===== config.mk =====
export PLATFORM = sky130hd
export DESIGN_NAME = three_class_priority_fifo
export DESIGN_NICKNAME = d
export VERILOG_FILES = /design/src/rtl/core/tpf_pkg.sv /design/src/rtl/core/three_class_priority_fifo.sv /design/src/rtl/core/tpf_ctrl.sv /design/src/rtl/core/tpf_datapath.sv
export SDC_FILE = /design/constraint.sdc
export NUM_CORES = 1
export LEC_CHECK = 0
export BUFFER_PORTS_ARGS = -buffer_cell sky130_fd_sc_hd__buf_4
export CAP_MARGIN = 5
export CORE_ASPECT_RATIO = 0.7
export CORE_MARGIN = 2
export CORE_UTILIZATION = 45
export CTS_CLUSTER_DIAMETER = 200
export CTS_CLUSTER_SIZE = 28
export DETAILED_ROUTE_END_ITERATION = 12
export PLACE_DENSITY = 0.58
export SLEW_MARGIN = 20
export SYNTH_ARGS = -nofsm -noshare
export SYNTH_HDL_FRONTEND = slang
export SYNTH_SLANG_ARGS = --single-unit

===== constraint.sdc =====
create_clock -name clk -period 8.04 [get_ports clk]
set_input_delay 1.608 -clock clk [delete_from_list [all_inputs] [get_ports clk]]
set_output_delay 1.608 -clock clk [all_outputs]
set_load 0.005 [all_outputs]

===== src/rtl/core/tpf_pkg.sv =====
`timescale 1ns / 1ps
`default_nettype none
// ----------------------------------------------------------------------------
// tpf_pkg: shared definitions for the three-class priority queue
// Types, class codes, operation codes and the command and status groups that
// join the controller and the datapath.
// ----------------------------------------------------------------------------
package tpf_pkg;

  localparam int CapacityDefault = 16;

  localparam int TagW   = 32;
  localparam int AgeW   = 8;
  localparam int CountW = 5;

  localparam logic [AgeW-1:0] SeniorAgeReset = 8'd65;

  // Operation codes of an input item.
  localparam logic OP_PUSH = 1'b0;
  localparam logic OP_POP  = 1'b1;

  // Priority classes; a lower code is served first.
  typedef logic [1:0] cls_t;
  localparam cls_t CLS_PREGNANT = 2'd0;
  localparam cls_t CLS_SENIOR   = 2'd1;
  localparam cls_t CLS_OTHER    = 2'd2;

  typedef struct packed {
    logic [TagW-1:0] tag;
    logic [AgeW-1:0] age;
    logic            preg;
    cls_t            cls;
  } entry_t;

  typedef struct packed {
    logic load;        // capture the input item
    logic push;        // insert the captured record
    logic pop;         // remove the head record
    logic fail_full;   // push refused, queue full
    logic fail_empty;  // pop refused, queue empty
  } ctrl_cmd_t;

  typedef struct packed {
    logic is_pop;
    logic full;
    logic empty;
  } dp_status_t;

endpackage
`default_nettype wire


===== src/rtl/core/three_class_priority_fifo.sv =====
`timescale 1ns / 1ps
`default_nettype none
// ----------------------------------------------------------------------------
// three_class_priority_fifo: bounded queue with three strict priority classes
//
// Channel   Direction  Handshake                 Payload
// input     in         start & !busy             op, record_tag, age, pregnant
// result    out        done (one-cycle strobe)   accepted, empty_error,
//                                                full_error, front_tag,
//                                                front_age, front_pregnant,
//                                                entry_count
// config    in         cfg_wr_en                 cfg_wr_data (senior age)
//
// Each item passes the execute state, in which the cell chain inserts or
// shifts out a record and the result registers are loaded, and then the
// result state, in which the result is presented with done high. A new
// item may be started in that result state, so the block takes a new item
// while the last result is shown. Reset (rst, synchronous)
// empties the queue and sets the senior age threshold to 65; the contents of
// the cells are left as they are. The receiver cannot stall: every result is
// shown for exactly one cycle.
// ----------------------------------------------------------------------------
module three_class_priority_fifo #(
  parameter int CAPACITY = tpf_pkg::CapacityDefault
) (
  input  wire logic                       clk,
  input  wire logic                       rst,
  // Input items.
  input  wire logic                       start,
  output logic                            busy,
  input  wire logic                       op,
  input  wire logic [tpf_pkg::TagW-1:0]   record_tag,
  input  wire logic [tpf_pkg::AgeW-1:0]   age,
  input  wire logic                       pregnant,
  // Configuration.
  input  wire logic                       cfg_wr_en,
  input  wire logic [tpf_pkg::AgeW-1:0]   cfg_wr_data,
  // Results.
  output logic                            done,
  output logic                            accepted,
  output logic                            empty_error,
  output logic                            full_error,
  output logic [tpf_pkg::TagW-1:0]        front_tag,
  output logic [tpf_pkg::AgeW-1:0]        front_age,
  output logic                            front_pregnant,
  output logic [tpf_pkg::CountW-1:0]      entry_count
);

  tpf_pkg::ctrl_cmd_t  cmd;
  tpf_pkg::dp_status_t status;

  // The controller steps each item from capture through execution to the
  // result cycle and decides from the queue status whether it succeeds.
  tpf_ctrl u_ctrl (
    .clk    (clk),
    .rst    (rst),
    .start  (start),
    .status (status),
    .cmd    (cmd),
    .busy   (busy),
    .done   (done)
  );

  // The datapath holds the records in a chain of cells kept in priority
  // order. A push finds its slot in parallel: every cell compares its class
  // with the new one, the first cell of a lower class takes the new record
  // and the cells behind it move one place along. A pop moves every cell one
  // place towards the head.
  tpf_datapath #(
    .CAPACITY (CAPACITY)
  ) u_datapath (
    .clk            (clk),
    .rst            (rst),
    .cmd            (cmd),
    .status         (status),
    .cfg_wr_en      (cfg_wr_en),
    .cfg_wr_data    (cfg_wr_data),
    .op             (op),
    .record_tag     (record_tag),
    .age            (age),
    .pregnant       (pregnant),
    .accepted       (accepted),
    .empty_error    (empty_error),
    .full_error     (full_error),
    .front_tag      (front_tag),
    .front_age      (front_age),
    .front_pregnant (front_pregnant),
    .entry_count    (entry_count)
  );

endmodule
`default_nettype wire


===== src/rtl/core/tpf_ctrl.sv =====
`timescale 1ns / 1ps
`default_nettype none
// ----------------------------------------------------------------------------
// tpf_ctrl: queue controller
// Sequences capture, execution and result of each item.
// ----------------------------------------------------------------------------
module tpf_ctrl (
  input  wire logic               clk,
  input  wire logic               rst,
  input  wire logic               start,
  input  wire tpf_pkg::dp_status_t status,
  output tpf_pkg::ctrl_cmd_t      cmd,
  output logic                    busy,
  output logic                    done
);

  typedef enum logic [2:0] {
    ST_IDLE = 3'b001,
    ST_EXEC = 3'b010,
    ST_RESP = 3'b100
  } state_t;

  state_t state;
  state_t state_next;

  always_ff @(posedge clk) begin
    if (rst) begin
      state <= ST_IDLE;
    end else begin
      state <= state_next;
    end
  end

  assign busy = (state == ST_EXEC);
  assign done = (state == ST_RESP);

  always_comb begin
    state_next = state;
    cmd        = '0;
    case (state)
      ST_IDLE, ST_RESP: begin
        if (start) begin
          cmd.load   = 1'b1;
          state_next = ST_EXEC;
        end else begin
          state_next = ST_IDLE;
        end
      end
      ST_EXEC: begin
        if (status.is_pop) begin
          cmd.pop        = !status.empty;
          cmd.fail_empty = status.empty;
        end else begin
          cmd.push      = !status.full;
          cmd.fail_full = status.full;
        end
        state_next = ST_RESP;
      end
      default: begin
        state_next = ST_IDLE;
      end
    endcase
  end

endmodule
`default_nettype wire


===== src/rtl/core/tpf_datapath.sv =====
`timescale 1ns / 1ps
`default_nettype none
// ----------------------------------------------------------------------------
// tpf_datapath: queue datapath
// Threshold register, input capture, the ordered cell chain and result
// registers.
// ----------------------------------------------------------------------------
module tpf_datapath #(
  parameter int CAPACITY = tpf_pkg::CapacityDefault
) (
  input  wire logic                       clk,
  input  wire logic                       rst,
  input  wire tpf_pkg::ctrl_cmd_t         cmd,
  output tpf_pkg::dp_status_t             status,
  input  wire logic                       cfg_wr_en,
  input  wire logic [tpf_pkg::AgeW-1:0]   cfg_wr_data,
  input  wire logic                       op,
  input  wire logic [tpf_pkg::TagW-1:0]   record_tag,
  input  wire logic [tpf_pkg::AgeW-1:0]   age,
  input  wire logic                       pregnant,
  output logic                            accepted,
  output logic                            empty_error,
  output logic                            full_error,
  output logic [tpf_pkg::TagW-1:0]        front_tag,
  output logic [tpf_pkg::AgeW-1:0]        front_age,
  output logic                            front_pregnant,
  output logic [tpf_pkg::CountW-1:0]      entry_count
);

  localparam int CW = $clog2(CAPACITY + 1);

  logic [tpf_pkg::AgeW-1:0] senior_age;
  logic                     op_q;
  tpf_pkg::entry_t          new_entry;
  tpf_pkg::cls_t            new_cls;
  tpf_pkg::entry_t          cells [CAPACITY];
  logic [CW-1:0]            held_count;
  logic [CAPACITY-1:0]      after;

  always_ff @(posedge clk) begin
    if (rst) begin
      senior_age <= tpf_pkg::SeniorAgeReset;
    end else if (cfg_wr_en) begin
      senior_age <= cfg_wr_data;
    end
  end

  always_comb begin
    if (pregnant) begin
      new_cls = tpf_pkg::CLS_PREGNANT;
    end else if (age >= senior_age) begin
      new_cls = tpf_pkg::CLS_SENIOR;
    end else begin
      new_cls = tpf_pkg::CLS_OTHER;
    end
  end

  always_ff @(posedge clk) begin
    if (cmd.load) begin
      op_q           <= op;
      new_entry.tag  <= record_tag;
      new_entry.age  <= age;
      new_entry.preg <= pregnant;
      new_entry.cls  <= new_cls;
    end
  end

  assign status.is_pop = (op_q == tpf_pkg::OP_POP);
  assign status.full   = (held_count == CW'(CAPACITY));
  assign status.empty  = (held_count == '0);

  // A cell lies after the insert point when it is unused or holds a lower
  // class; held cells stay sorted, so this mark is monotone along the chain.
  always_comb begin
    for (int i = 0; i < CAPACITY; i++) begin
      after[i] = (CW'(i) >= held_count) || (cells[i].cls > new_entry.cls);
    end
  end

  always_ff @(posedge clk) begin
    for (int i = 0; i < CAPACITY; i++) begin
      if (cmd.push) begin
        if (i == 0) begin
          if (after[i]) begin
            cells[i] <= new_entry;
          end
        end else if (after[i-1]) begin
          cells[i] <= cells[i-1];
        end else if (after[i]) begin
          cells[i] <= new_entry;
        end
      end else if (cmd.pop) begin
        if (i < CAPACITY - 1) begin
          cells[i] <= cells[i+1];
        end
      end
    end
  end

  always_ff @(posedge clk) begin
    if (rst) begin
      held_count <= '0;
    end else if (cmd.push) begin
      held_count <= held_count + CW'(1);
    end else if (cmd.pop) begin
      held_count <= held_count - CW'(1);
    end
  end

  always_ff @(posedge clk) begin
    if (cmd.push || cmd.pop || cmd.fail_full || cmd.fail_empty) begin
      accepted       <= cmd.push || cmd.pop;
      empty_error    <= cmd.fail_empty;
      full_error     <= cmd.fail_full;
      front_tag      <= cmd.pop ? cells[0].tag : '0;
      front_age      <= cmd.pop ? cells[0].age : '0;
      front_pregnant <= cmd.pop ? cells[0].preg : 1'b0;
    end
  end

  // The count register already holds the value after the operation.
  always_comb begin
    entry_count = tpf_pkg::CountW'(held_count);
  end

endmodule
`default_nettype wire

==> out/metrics.yaml <==
met3_usage_pct: 7.90
cts_tree: "built"
ant_nets: 0
rrSetupSlack_ns: 2.84
p_per_area_nw_per_um2: 168
layout-drive-gt1-share_pct: 8.98
firstDrtPassIters: 6
root_buffer: "clkbuf_16"
grt_pass1_vias: 27400
synth_area_leader_cell: "edfxtp_1"
row_count: 91
overflow: 0
cts_htree_levels: 2
n_fill_cell: 7915
status: "finished clean"
postCtsSetupRepairBufs: 0
synth_top_area_share_pct: 58.3
grt_max_degree: 259
worst_pin_slew_ns: 1.12
vias: 29600
routabilityCongestion: 0.875
synth_ff_type: "edfxtp_1"
wl_per_cell_um: 27.0
slew_headroom_pct: 25.0
syn_area_per_cell_um2: 11.2
post_drt_via_cell_ratio: 6.43
die_h_um: 253
setup_violations: 0
design.core.area_um2: 88000
met2_usage_pct: 34.0
slew_viol_final: 0
final_util_pct: 48.3
hold_buffers: 0
criticalPathCategory: "register to register"
die_area_um2: 91300
crit_fanout: 45
die_x_um: 360
grt_usage_pct: 26.7
cts.sinks: 792
grt_first_pass_wirelength_um: 186000
postRouteWirelength_um: 124000
syn_to_final_growth_pct: 6.25
r2r-end: "u_datapath.cells[11][5]"
hold_end: "u_datapath.senior_age[0]"
final_common_cell: "nand2_1"
initial_utilization_pct: 45.4
holdPathStages: 2
finalCritPeriodShare_pct: 64.6
grt-busiest-layer: "met1"
insertion_delay_ns: 0.63
drc: 0
pin_count: 105
hold_viol_final: 0
fin_area_um2: 42500
io_buffers: 104
peakVddDrop_v: 0.000111
synth-seq-cells: 792
rsz0062_at_grt: "no"
r2r_start: "u_datapath.entry_count[1]"
synthDistinctLibCells: 63
crit_path_start_kind: "register"
hold_start: "u_datapath.senior_age[0]"
netlist_top_cells_area: "edfxtp_1, nand2_1, a221o_1, mux2i_1, o21ai_0"
cellLeakagePower_nw: 15.5
critPathArrivalTime_ns: 5.45
place_area_um2: 41500
fmax_ghz: 0.192
yosysSeqAreaShare_pct: 59.1
period_needed_ns: 5.20
p_total_w: 0.00712
n_antenna_cell: 0
drt-initial-drc-count: 4673
dp_hpwl_um: 75700
clk_pin_slew_worst_paths_ns: 0.12
synthesis.nets: 3684
use_met1_pct: 43.8
numCtsBuffers: 34
yosys_warnings: 0
drv_cap: 0
antenna_found_initial: 2
layout_common_cells: "nand2_1, edfxtp_1, o21ai_0"
synth.cell_area_um2: 40000
finalNetCount: 3533
cts_resized: 0
synthCells: 3585
async_flop_share_pct: 0
clock_path_buffers: 3
min_path_type: "register to register"
synth_edf_count: 776
worst_ep_required_time_ns: 8.29
finClkSkew_ns: 0.0370
end_kind: "register"
worstRegToRegCells: 7
fin_tns_setup_ns: 0
-- cell families (layout without fill, tap and decap cells) --
group,after synthesis,after routing,share of synthesized area (%)
AOI/OAI and AO/OA,914,914,16.0
and+or+nand+nor,1193,1193,12.7
adders and majority gates,45,45,1.41
buffers and inverters,389,245,4.28
DFF,792,792,59.1
xor gates and xnor gates,5,5,0.110
muxes,247,247,6.41
-- power by group --
group	switching (W)	internal [W]	leakage (nW)	total, W
Clock	0.00132	0.000849	0.472	0.00217
Combinational	0.000219	0.0000981	7.97	0.000318
Sequential	0.0000826	0.00455	7.10	0.00463
-- worst max path at each step --
stage,startpoint,cells after the start,to,slack [ns]
3_3_place_gp,u_datapath.new_entry[1],7,u_datapath.cells[11][2],3.12
2_1_floorplan,u_datapath.new_entry[1],9,u_datapath.cells[9][0],2.48
5_1_grt,u_datapath.entry_count[1],7,u_datapath.cells[11][12],2.57
6_report,u_datapath.entry_count[1],7,u_datapath.cells[11][5],2.84
3_5_place_dp,u_datapath.entry_count[1],7,u_datapath.cells[11][6],2.91
4_1_cts,u_datapath.entry_count[1],7,u_datapath.cells[11][3],2.88
-- flip-flops by register name, summed over array words and instances, names as in the netlist --
register,cells
u_datapath.front_pregnant,1
u_datapath.accepted,1
u_datapath.senior_age,8
u_datapath.op_q,1
u_datapath.empty_error,1
u_datapath.entry_count,5
u_datapath.full_error,1
u_datapath.new_entry,43
u_datapath.front_tag,32
u_datapath.cells,688
u_datapath.front_age,8
u_ctrl.state,3
-- layout make-up --
| cell class | instances | area, um2 | share of cell area, % |
|---|---|---|---|
| flip-flops and latches | 792 | 23600 | 55.6 |
| multi-input cells | 2404 | 15000 | 35.2 |
| well taps | 1162 | 1450 | 3.42 |
| repair buffers | 170 | 1370 | 3.23 |
| clock buffers | 42 | 945 | 2.22 |
| inverters | 32 | 120 | 0.283 |
| clock inverters | 1 | 20.0 | 0.0471 |
-- per-stage QoR --
stage	setup slack (ns)	std cells	hold WS (ns)
floorplan	2.48	3585	0.445
global placement	3.12	4559	0.461
detailed placement	2.91	4559	0.479
CTS	2.88	4602	0.514
global route	2.57	4603	0.532
finish	2.84	4603	0.508
-- cells in the mapped netlist, types with 4 or more instances --
cell and n:
a221o_1 215, mux2_1 4, buf_4 10, a2bb2oi_1 5
o211ai_1 158, nand3_1 165, clkbuf_1 186, or3_1 12
o211ai_2 5, nor3_1 5, mux2_2 28, mux2i_1 205
o2111ai_1 5, o311ai_0 7, nand2b_1 5, nor3b_1 4
a311o_1 5, buf_1 29, inv_1 32, dfxtp_1 16
mux2_4 10, edfxtp_1 776, buf_6 8, nor2_1 105
and2_1 69, a21oi_1 177, a31oi_1 33, xnor2_1 4
o21a_1 6, buf_2 124, a21o_1 22, ha_1 45
nand2_1 791, nor2b_1 19, o21ai_0 252
-- layer usage --
metal | part of all wire (%) | vias up
met1 | 47 | 14600
met4 | 1.4 | 0
met2 | 38 | 1868
li1 | - | 13000
met3 | 14 | 97
met5 | 0 | -
-- worst max-delay path: stages, from the launching register on --
cell and delay (ns):
dfxtp_1 0.66, inv_1 0.18, ha_1 0.28, nand4bb_1 0.21
nand2b_4 0.44, a21oi_4 1.03, and2_2 0.98, or3_2 0.97
Note: power is estimated with default switching activity, not from simulation.
